## src/design/b64d_pkg.sv

```systemverilog
// ----------------------------------------------------------------------------
// b64d_pkg
// Types, constants and the character classifier for the Base64 decoder.
// ----------------------------------------------------------------------------
`default_nettype none

package b64d_pkg;

  localparam int unsigned QueueDepth = 2;

  // One encoded character and its end-of-message flag.
  typedef struct packed {
    logic [7:0] in_char;
    logic       in_last;
  } in_item_t;

  // One result item.
  typedef struct packed {
    logic [7:0] out_byte;
    logic       byte_valid;
    logic       run_last;
    logic       message_end;
  } out_item_t;

  // Request from front to back: up to three bytes, MSB byte first.
  // A count of zero with msg_end set is a bare end marker.
  typedef struct packed {
    logic [23:0] word;
    logic [1:0]  nbytes;
    logic        msg_end;
  } cmd_t;

  // Classifier result: valid flag and six-bit value.
  typedef struct packed {
    logic       is_b64;
    logic [5:0] value;
  } sextet_t;

  function automatic sextet_t classify(input logic [7:0] c);
    sextet_t r;
    r.is_b64 = 1'b1;
    r.value  = 6'd0;
    if (c >= 8'h41 && c <= 8'h5a) begin
      r.value = 6'(c - 8'h41);
    end else if (c >= 8'h61 && c <= 8'h7a) begin
      r.value = 6'(c - 8'h61 + 8'd26);
    end else if (c >= 8'h30 && c <= 8'h39) begin
      r.value = 6'(c - 8'h30 + 8'd52);
    end else if (c == 8'h2b) begin
      r.value = 6'd62;
    end else if (c == 8'h2f) begin
      r.value = 6'd63;
    end else begin
      r.is_b64 = 1'b0;
    end
    return r;
  endfunction

endpackage

`default_nettype wire

```

## src/design/b64d_front.sv

```systemverilog
// ----------------------------------------------------------------------------
// b64d_front
// Accepts characters, packs sextets and posts byte-group requests.
// ----------------------------------------------------------------------------
`default_nettype none

module b64d_front (
  input  wire logic              clk,
  input  wire logic              rst,
  input  wire logic              char_valid,
  output logic                   char_ready,
  input  wire b64d_pkg::in_item_t char_data,
  input  wire logic              q_full,
  output logic                   push,
  output b64d_pkg::cmd_t         cmd
);

  logic [17:0] sextet_buffer, sextet_buffer_next;
  logic [1:0]  sextet_count, sextet_count_next;
  logic        stopped, stopped_next;

  b64d_pkg::sextet_t sx;
  logic        accept;
  logic [17:0] appended;
  logic [17:0] fb;
  logic [1:0]  fc;
  logic        do_flush;

  assign char_ready = !q_full;
  assign accept     = char_valid && char_ready;
  assign sx         = b64d_pkg::classify(char_data.in_char);
  assign appended   = {sextet_buffer[11:0], sx.value};

  // Pick the group to flush, if any.
  always_comb begin
    do_flush = 1'b0;
    fb       = sextet_buffer;
    fc       = sextet_count;
    if (!stopped) begin
      if (!sx.is_b64) begin
        do_flush = 1'b1;
      end else if (sextet_count != 2'd3 && char_data.in_last) begin
        do_flush = 1'b1;
        fb       = appended;
        fc       = 2'(sextet_count + 2'd1);
      end
    end
  end

  always_comb begin
    cmd.word    = 24'd0;
    cmd.nbytes  = 2'd0;
    cmd.msg_end = char_data.in_last;
    if (!stopped && sx.is_b64 && sextet_count == 2'd3) begin
      cmd.word   = {sextet_buffer, sx.value};
      cmd.nbytes = 2'd3;
    end else if (do_flush && fc == 2'd2) begin
      cmd.word   = {fb[11:0], 12'd0};
      cmd.nbytes = 2'd1;
    end else if (do_flush && fc == 2'd3) begin
      cmd.word   = {fb, 6'd0};
      cmd.nbytes = 2'd2;
    end
  end

  assign push = accept && (cmd.nbytes != 2'd0 || char_data.in_last);

  always_comb begin
    sextet_buffer_next = sextet_buffer;
    sextet_count_next  = sextet_count;
    stopped_next       = stopped;
    if (char_data.in_last) begin
      sextet_buffer_next = 18'd0;
      sextet_count_next  = 2'd0;
      stopped_next       = 1'b0;
    end else if (!stopped) begin
      if (!sx.is_b64) begin
        stopped_next       = 1'b1;
        sextet_buffer_next = 18'd0;
        sextet_count_next  = 2'd0;
      end else if (sextet_count == 2'd3) begin
        sextet_buffer_next = 18'd0;
        sextet_count_next  = 2'd0;
      end else begin
        sextet_buffer_next = appended;
        sextet_count_next  = 2'(sextet_count + 2'd1);
      end
    end
  end

  always_ff @(posedge clk) begin
    if (rst) begin
      sextet_buffer <= 18'd0;
      sextet_count  <= 2'd0;
      stopped       <= 1'b0;
    end else if (accept) begin
      sextet_buffer <= sextet_buffer_next;
      sextet_count  <= sextet_count_next;
      stopped       <= stopped_next;
    end
  end

endmodule

`default_nettype wire

```

## src/design/b64d_queue.sv

```systemverilog
// ----------------------------------------------------------------------------
// b64d_queue
// Two-entry request queue between front and back.
// ----------------------------------------------------------------------------
`default_nettype none

module b64d_queue (
  input  wire logic           clk,
  input  wire logic           rst,
  input  wire logic           push,
  input  wire b64d_pkg::cmd_t push_cmd,
  input  wire logic           pop,
  output b64d_pkg::cmd_t      head,
  output logic                full,
  output logic                empty
);

  localparam int unsigned PtrW = $clog2(b64d_pkg::QueueDepth);
  localparam int unsigned CntW = $clog2(b64d_pkg::QueueDepth + 1);

  b64d_pkg::cmd_t entries [b64d_pkg::QueueDepth];
  logic [PtrW-1:0] wr_ptr, rd_ptr;
  logic [CntW-1:0] count;

  assign full  = (count == CntW'(b64d_pkg::QueueDepth));
  assign empty = (count == '0);
  assign head  = entries[rd_ptr];

  always_ff @(posedge clk) begin
    if (push) begin
      entries[wr_ptr] <= push_cmd;
    end
  end

  always_ff @(posedge clk) begin
    if (rst) begin
      wr_ptr <= '0;
      rd_ptr <= '0;
      count  <= '0;
    end else begin
      if (push) begin
        wr_ptr <= (wr_ptr == PtrW'(b64d_pkg::QueueDepth - 1)) ? '0 : PtrW'(wr_ptr + 1'b1);
      end
      if (pop) begin
        rd_ptr <= (rd_ptr == PtrW'(b64d_pkg::QueueDepth - 1)) ? '0 : PtrW'(rd_ptr + 1'b1);
      end
      if (push && !pop) begin
        count <= CntW'(count + 1'b1);
      end else if (pop && !push) begin
        count <= CntW'(count - 1'b1);
      end
    end
  end

endmodule

`default_nettype wire

```

## src/design/b64d_back.sv

```systemverilog
// ----------------------------------------------------------------------------
// b64d_back
// Serializes queued byte groups into registered result items.
// ----------------------------------------------------------------------------
`default_nettype none

module b64d_back (
  input  wire logic           clk,
  input  wire logic           rst,
  input  wire b64d_pkg::cmd_t head,
  input  wire logic           empty,
  output logic                pop,
  output logic                res_valid,
  input  wire logic           res_ready,
  output b64d_pkg::out_item_t res_data
);

  logic [1:0] idx, idx_next;
  logic       load;
  logic       final_one;
  b64d_pkg::out_item_t item;

  assign load      = !empty && (!res_valid || res_ready);
  assign final_one = (head.nbytes == 2'd0) || (idx == 2'(head.nbytes - 2'd1));
  assign pop       = load && final_one;
  assign idx_next  = final_one ? 2'd0 : 2'(idx + 2'd1);

  always_comb begin
    item.byte_valid  = (head.nbytes != 2'd0);
    item.run_last    = final_one;
    item.message_end = final_one && head.msg_end;
    case (idx)
      2'd0:    item.out_byte = head.word[23:16];
      2'd1:    item.out_byte = head.word[15:8];
      default: item.out_byte = head.word[7:0];
    endcase
    if (head.nbytes == 2'd0) begin
      item.out_byte = 8'd0;
    end
  end

  always_ff @(posedge clk) begin
    if (rst) begin
      idx       <= 2'd0;
      res_valid <= 1'b0;
    end else begin
      if (load) begin
        idx       <= idx_next;
        res_valid <= 1'b1;
      end else if (res_ready) begin
        res_valid <= 1'b0;
      end
    end
  end

  always_ff @(posedge clk) begin
    if (load) begin
      res_data <= item;
    end
  end

endmodule

`default_nettype wire

```

## src/design/base64_stream_decoder.sv

```systemverilog
// ----------------------------------------------------------------------------
// base64_stream_decoder
// Streaming Base64 (standard alphabet) decoder, one character per request.
// ----------------------------------------------------------------------------
// The decoder takes one ASCII character per cycle on the char channel while
// char_ready is high and returns decoded bytes, one per cycle while res_ready
// is high, on the res channel. Four alphabet characters give three bytes; '='
// or any non-alphabet byte stops decoding and flushes a partial group (k
// pending sextets give k-1 bytes), and later characters are ignored until
// in_last. The last result of each character carries run_last, and the last
// result of a message carries message_end; a message whose final character
// yields no byte ends with a bare marker (byte_valid = 0). A character is
// taken in the cycle it arrives whenever the two-entry request queue has
// room; the front never waits on the output. The back end drains one result
// per cycle while res_ready is high, so a character that completes a group
// yields three results, and ordinary text (three bytes per four characters)
// streams at one character per cycle while res_ready stays high. A request
// passes through the queue and then the output register to its first result.
// ----------------------------------------------------------------------------
`default_nettype none

module base64_stream_decoder (
  input  wire logic                clk,
  input  wire logic                rst,
  input  wire logic                char_valid,
  output logic                     char_ready,
  input  wire b64d_pkg::in_item_t  char_data,
  output logic                     res_valid,
  input  wire logic                res_ready,
  output b64d_pkg::out_item_t      res_data
);

  // Requests between front and back.
  logic           push;
  logic           pop;
  b64d_pkg::cmd_t push_cmd;
  b64d_pkg::cmd_t head;
  logic           q_full;
  logic           q_empty;

  // Front: classify, pack sextets, post groups / end markers.
  b64d_front u_front (
    .clk        (clk),
    .rst        (rst),
    .char_valid (char_valid),
    .char_ready (char_ready),
    .char_data  (char_data),
    .q_full     (q_full),
    .push       (push),
    .cmd        (push_cmd)
  );

  b64d_queue u_queue (
    .clk      (clk),
    .rst      (rst),
    .push     (push),
    .push_cmd (push_cmd),
    .pop      (pop),
    .head     (head),
    .full     (q_full),
    .empty    (q_empty)
  );

  // Back: one result per cycle into the output register while it is free.
  b64d_back u_back (
    .clk       (clk),
    .rst       (rst),
    .head      (head),
    .empty     (q_empty),
    .pop       (pop),
    .res_valid (res_valid),
    .res_ready (res_ready),
    .res_data  (res_data)
  );

  // Never write into a full queue.
  a_no_overflow: assert property (@(posedge clk) disable iff (rst)
    push |-> !q_full)
    else $error("request pushed into full queue");

  // Never pop an empty queue.
  a_no_underflow: assert property (@(posedge clk) disable iff (rst)
    pop |-> !q_empty)
    else $error("request popped from empty queue");

  // A bare marker is always the end of a message and carries a zero byte.
  a_bare_marker: assert property (@(posedge clk) disable iff (rst)
    (res_valid && !res_data.byte_valid) |->
      (res_data.run_last && res_data.message_end && res_data.out_byte == 8'd0))
    else $error("malformed end marker");

  // message_end only ever closes a character's run.
  a_end_is_run_last: assert property (@(posedge clk) disable iff (rst)
    (res_valid && res_data.message_end) |-> res_data.run_last)
    else $error("message_end without run_last");

endmodule

`default_nettype wire
```

## config.mk

```make
export PLATFORM = sky130hd
export DESIGN_NAME = base64_stream_decoder
export DESIGN_NICKNAME = d
export VERILOG_FILES = /design/src/design/b64d_pkg.sv /design/src/design/b64d_front.sv /design/src/design/b64d_queue.sv /design/src/design/b64d_back.sv /design/src/design/base64_stream_decoder.sv
export SDC_FILE = /design/constraint.sdc
export NUM_CORES = 1
export LEC_CHECK = 0
export BUFFER_PORTS_ARGS = -buffer_cell sky130_fd_sc_hd__buf_2
export CAP_MARGIN = 20
export CORE_ASPECT_RATIO = 1.1
export CORE_MARGIN = 5
export CORE_UTILIZATION = 51
export CTS_BUF_LIST = sky130_fd_sc_hd__clkbuf_8
export CTS_CLUSTER_DIAMETER = 200
export CTS_CLUSTER_SIZE = 25
export DETAILED_ROUTE_END_ITERATION = 10
export PLACE_DENSITY = 0.69
export SYNTH_ARGS = -nofsm -noshare
export SYNTH_HDL_FRONTEND = slang
export SYNTH_SLANG_ARGS = --single-unit
```

## constraint.sdc

```tcl
create_clock -name clk -period 7.25 [get_ports clk]
set_input_delay 0.3625 -clock clk [delete_from_list [all_inputs] [get_ports clk]]
set_output_delay 0.3625 -clock clk [all_outputs]
set_load 0.01 [all_outputs]
```

* Yosys cells after proc, flatten, opt, wreduce, memory -nomap -nowiden
Memories as Yosys holds them, arrays and structs flattened. A register that Yosys moved wholly into a read port is not among the register bits.
Cells that the tools add are included.
** Operators by class
- Equality and inequality tests :: 10
- Add/subtract/negate cells :: 12
- Reductions and logical operators :: 32
- $lt $le $gt $ge :: 6
- Multiplexer cells :: 45
** Operators with widths (number)
- two-way mux 18 bit :: 7
- two-way mux 26 bit :: 3
- two-way mux 6 bit :: 5
- two-way mux 2 bit :: 10
- two-way mux 1 bit :: 19
- equality test 8 x 6 -> 1 bit (second input constant) :: 2
- >= comparator 8 x 7 -> 1 bit (second input constant) :: 2
- less-or-equal comparator 8 x 7 -> 1 bit (second input constant) :: 2
- one-hot mux 8 bit (2 select lines) :: 1
- logical AND 1 bit :: 15
- subtractor 6 bit (second input constant) :: 2
- equality test 2 bit (second input constant) :: 4
- >= comparator 8 x 6 -> 1 bit (second input constant) :: 1
- less-or-equal comparator 8 x 6 -> 1 bit (second input constant) :: 1
- nonzero test 2 bit :: 4
- adder 2 x 1 -> 2 bit (second input constant) :: 3
- adder 6 x 5 -> 6 bit (second input constant) :: 1
- adder 6 bit (second input constant) :: 1
- zero test 1 bit :: 6
- zero test 2 bit :: 3
- subtractor 6 x 1 -> 6 bit (second input constant) :: 1
- != test 2 bit (second input constant) :: 2
- subtractor 2 x 1 -> 2 bit (second input constant) :: 2
- logical OR 1 bit :: 3
- 4 further kinds :: 5
** Storage, ports and cells
- Memory bits (writable) :: 54
- Bits in registers :: 39
- Memories kept :: 1
- Bits of input ports :: 13
- Word-level logic and storage cells :: 118
- Output and inout bits :: 13
** Memories
- u_queue.entries :: words 2, bits a word 27, rd ports 1, clocked after memory_dff 1, wr ports 1, line b64d_queue.sv:21 : b64d_pkg::cmd_t entries [b64d_pkg::QueueDepth];

* Longest topological paths before layout
- Word-level depth :: 20
- Depth in mapped cells :: 12

* Modules after synthesis
Synthesis repeated with hierarchy kept, for this count alone.
** Second synthesis, totals
- Cells, all modules :: 423
- Area total of the unflattened synthesis :: 4815.9 sq um
** Modules (own cells, without submodules)
- b64d_queue :: area an instance 2153.3 sq um, instances 1, cells each 106
- b64d_front :: area an instance 1936.9 sq um, instances 1, cells each 248
- b64d_back :: area an instance 725.7 sq um, instances 1, cells each 69

* Worst setup path before layout
Ideal clock, no wire load.
- Kind :: input-to-reg
- From :: input port char_data[3] (netlist bit)
- To :: memory u_queue.entries[0][0] (netlist bit) (enable)
- Data required time :: 6.836 ns
- Arrival time :: 3.174 ns
- Path buffers :: 0
- Setup slack :: 3.662 ns
- Setup time :: 0.414 ns
- Cell stages on the path :: 9
- Cells stage by stage :: inv_1 -> ha_1 -> a21o_1 -> a31oi_1 -> nand3_1 -> nand3_1 -> a21oi_1 -> a21oi_1 -> nor2b_1
** Between the ends
- Word-level cells in the longest chain between the ends :: 18
- Elaborated cells on any way between the ends :: 34
- Classes of those cells :: order compare (6); eq/ne (4); mux (14); reduce/logical (10)
** RTL lines
- start, declared :: line base64_stream_decoder.sv:27 : input wire b64d_pkg::in_item_t char_data,
- branches (longest 5 deep; another with >= comparator 8 x 6 -> 1 bit)
- two-way mux 1 bit * :: line b64d_pkg.sv:43 : if (c >= 8'h41 && c <= 8'h5a) begin
- two-way mux 2 bit :: line b64d_front.sv:40 : if (!sx.is_b64) begin
- two-way mux 2 bit :: line b64d_front.sv:39 : if (!stopped) begin
- equality test 2 bit :: line b64d_front.sv:60 : end else if (do_flush && fc == 2'd3) begin
- logical AND 1 bit :: line b64d_front.sv:60
- two-way mux 26 bit :: line b64d_front.sv:60
- two-way mux 26 bit :: line b64d_front.sv:57 : end else if (do_flush && fc == 2'd2) begin
- two-way mux 26 bit * :: line b64d_front.sv:54 : if (!stopped && sx.is_b64 && sextet_count == 2'd3) begin
- nonzero test 2 bit * :: line b64d_front.sv:66 : assign push = accept && (cmd.nbytes != 2'd0 || char_data.in_last);
- logical OR 1 bit * :: line b64d_front.sv:66
- logical AND 1 bit * :: line b64d_front.sv:66
- via push :: line base64_stream_decoder.sv:34 : logic push;
- two-way mux 1 bit * :: line b64d_queue.sv:30 : if (push) begin
- two-way mux 1 bit (not written as such) * :: line b64d_queue.sv:31 : entries[wr_ptr] <= push_cmd;
- end, declared :: line b64d_queue.sv:21
Mark *: on every way through the listed nets, which the timed path passes.

* Worst setup path after layout
- From :: input port char_data[1] (netlist bit)
- To :: memory u_queue.entries[1][24] (netlist bit) (enable)
The elaborated chain is that of the path after synthesis.

==> flow_metrics.env <==
export IMPL_vdd_ir_drop_worst_mv=0.128
export IMPL_status="complete, no violations"
export IMPL_ys_seq_elements=94
export IMPL_setup_viol=0
export IMPL_endpoint_kind="register"
export IMPL_cap_violations=0
export IMPL_wirelength_mm=9.67
export IMPL_clock_power_share_pct=20.5
export IMPL_synth_cell_types=61
export IMPL_root_buffer="clkbuf_8"
export IMPL_reg2reg_depth=6
export IMPL_wl_per_cell_um=17.8
export IMPL_ios=26
export IMPL_drt_iter0_drc=219
export IMPL_diodes=0
export IMPL_core_area_um2=8830
export IMPL_clockBufferDepth=2
export IMPL_clk_latency_ns=0.36
export IMPL_p_int_uw=950
export IMPL_antenna_found_initial=0
export IMPL_power_frac_comb_pct=29.9
export IMPL_postCtsSetupBuffers=0
export IMPL_cts_buffers=9
export IMPL_fin_util_pct=56.5
export IMPL_tightest_slew_ns=1.07
export IMPL_hpwl_mm=6.84
export IMPL_yosysTopAreaCell="edfxtp_1"
export IMPL_wl_met1_mm=4.31
export IMPL_cts_tree="yes"
export IMPL_async_flop_share_pct=0
export IMPL_grt_pass1_wl_mm=15.7
export IMPL_rsz0062_at_grt="false"
export IMPL_p_switching_uw=467
export IMPL_sequentialPowerShare_pct=49.7
export IMPL_final_area_um2=4990
export IMPL_cts_resized=0
export IMPL_holdPathStages=1
export IMPL_portBuffers=25
export IMPL_highest_layer="met4"
export IMPL_track_usage_pct=18.5
export IMPL_cp_max_fo=14
export IMPL_cellLeakagePower_nw=1.79
export IMPL_met2_length_mm=4.80
export IMPL_synth_ff_type="edfxtp_1"
export IMPL_die_area_um2=11000
export IMPL_vias=3267
export IMPL_cp_required_ns=7.32
export IMPL_rows=36
export IMPL_arrival_ns=3.29
export IMPL_fp_dieW_um=101
export IMPL_synth_area_per_cell_um2=11.4
export IMPL_syn_num_nets=431
export IMPL_viasPerCell=6.02
export IMPL_max_slew_margin_rel_pct=27.4
export IMPL_finalCritPeriodShare_pct=44.5
export IMPL_initial_utilization_pct=52.2
export IMPL_drc=0
export IMPL_max_freq_mhz=310
export IMPL_gp_congestion=0.877
export IMPL_finalNonFillerCells=543
export IMPL_firstDrtPassIters=5
export IMPL_fin_skew_ns=0.00702
export IMPL_ys_seq_area_share_pct=54.9
export IMPL_hold_viol=0
export IMPL_h_tree_depth=3
export IMPL_cts_sinks=94
export IMPL_die_h_um=110
export IMPL_syn2layout_area_growth_pct=8.11
export IMPL_ys_top_cells_by_area="edfxtp_1 42%, dfxtp_1 13%, a22oi_1 4.1%, ha_1 3.8%, nor2_1 3.5%"
export IMPL_switching_share_pct=32.9
export IMPL_overflow=0
export IMPL_drive_above_1_share_pct=14.0
export IMPL_syn_area_um2=4610
export IMPL_final_nets=451
export IMPL_clk_pin_slew_ns=0.09
export IMPL_postSynthCellCount=404
export IMPL_fillers=753
export IMPL_placed_area_um2=4830
export IMPL_synth_top_cell_area_share_pct=42.3
export IMPL_min_period_ns=3.23
export IMPL_synth_edf_count=65
export IMPL_final_setup_tns_ns=0
export IMPL_worstSetupStartpointType="input port"
export IMPL_ant_nets=0
export IMPL_grt_max_degree=31
export IMPL_wl_met3_um=424
export IMPL_yosys_warnings=0
export IMPL_grt_pass1_vias=3102
export IMPL_timing_max_transition_violations_final=0
export IMPL_hold_path_class="in -> reg"
export IMPL_dp_cells=527
export IMPL_cts_hold_buf=0
export IMPL_setup_worst_path_class="in -> reg"
export IMPL_powerDensity_nw_per_um2=284
## power by group through the flow
stage / Clock, mW / Sequential (mW) / Combinational, mW
after global routing: 0.321 / 0.711 / 0.472
after CTS: 0.298 / 0.705 / 0.429
after floorplan: 0 / 0.732 / 0.282
after global placement: 0 / 0.714 / 0.419
final: 0.290 / 0.704 / 0.423
after detailed placement: 0 / 0.717 / 0.428
## cells in the mapped netlist, types with 2 or more instances
cell type	number
edfxtp_1	65
xnor2_1	3
ha_1	14
nand2_1	27
mux2_2	4
buf_2	4
o211ai_1	3
xor2_1	5
and2_1	7
a22o_1	9
a211oi_1	9
and3_1	2
nand4_1	5
o221ai_1	3
clkbuf_1	13
or3_1	3
nand2b_1	4
a22oi_1	25
a311oi_1	7
inv_1	13
a221o_1	7
nor3_1	4
mux2i_1	14
dfxtp_1	29
buf_6	2
a31oi_1	3
nor2_1	43
o31ai_1	2
nand3_1	8
a21oi_1	18
nor2b_1	7
a21o_1	2
o21ai_0	12
## metrics by stage
stage | total power [mW] | worst slack, ns | hold slack, ns
after CTS | 1.43 | 4.04 | 0.259
after global placement | 1.13 | 3.54 | 0.473
after detailed placement | 1.15 | 3.66 | 0.474
final | 1.42 | 4.02 | 0.278
after global routing | 1.50 | 3.77 | 0.269
after floorplan | 1.01 | 3.66 | 0.457
## layout make-up
| class | count | area [um^2] | area share (%) |
|---|---|---|---|
| Sequential cell | 94 | 2530 | 50.8 |
| Multi-Input combinational cell | 275 | 1930 | 38.7 |
| Timing Repair Buffer | 30 | 170 | 3.41 |
| Tap cell | 114 | 143 | 2.86 |
| Clock buffer | 9 | 124 | 2.48 |
| Inverter | 14 | 52.6 | 1.05 |
| Clock inverter | 7 | 35.0 | 0.703 |
## cell families (layout without fill, tap and decap cells)
logic type | Yosys count | after routing | synth area share [%]
mux | 18 | 18 | 4.02
fa+ha+maj | 14 | 14 | 3.80
simple gates | 118 | 118 | 12.8
flops | 94 | 94 | 54.9
xor+xnor | 8 | 8 | 1.52
buf+inv | 35 | 60 | 3.31
compound gates | 117 | 117 | 19.6
## layout by cell type, fill, tap and decap left out, types with 2 or more instances in the layout
cell type / count
and3_1: 2
nand4_1: 5
clkinv_1: 2
nand2b_1: 4
xnor2_1: 3
a21o_1: 2
mux2i_1: 14
and2_1: 7
a31oi_1: 3
nor3_1: 4
o211ai_1: 3
o221ai_1: 3
a22o_1: 9
a311oi_1: 7
inv_1: 16
nand3_1: 8
o31ai_1: 2
nor2_1: 43
nor2b_1: 6
clkbuf_8: 9
buf_4: 4
a211oi_1: 9
xor2_1: 5
nand2_1: 27
o21ai_0: 11
dfxtp_1: 29
a221o_1: 7
buf_2: 25
edfxtp_1: 65
mux2_2: 4
or3_1: 3
a21oi_1: 18
a22oi_1: 25
ha_1: 14
## layer usage
layer	up-vias	global-route usage, %
met5	-	0
met2	99	32.1
met3	10	3.43
met4	0	6.06
li1	1581	-
met1	1577	23.3
## sequential cells by signal, summed over array words and instances (netlist names), named ones only
register,cells
u_back.res_data,11
u_queue.wr_ptr,1
u_front.sextet_buffer,18
u_front.stopped,1
u_queue.entries,54
u_back.res_valid,1
u_queue.count,2
u_front.sextet_count,2
u_back.idx,2
u_queue.rd_ptr,1
## worst paths after layout
kind	start	endpoint	slack, ns
setup / recovery	char_data[1]	u_queue.entries[1][24]	4.02
setup reg to reg	u_front.sextet_count[0]	u_queue.entries[1][20]	4.53
hold / removal	char_data[0]	u_queue.entries[1][0]	0.28
hold reg to reg	u_back.idx[1]	u_back.idx[1]	0.48
## worst max-delay path, cell delays in order
cell	delay [ns]
buf_2	0.16
inv_1	0.10
ha_1	0.25
nor2b_1	0.14
o211ai_1	0.31
nand3_1	0.39
nand3_1	0.31
a21oi_1	0.10
a21oi_1	0.30
and2_1	0.62
buf_8	0.25
No activity file was read; power rests on OpenSTA's default activity.
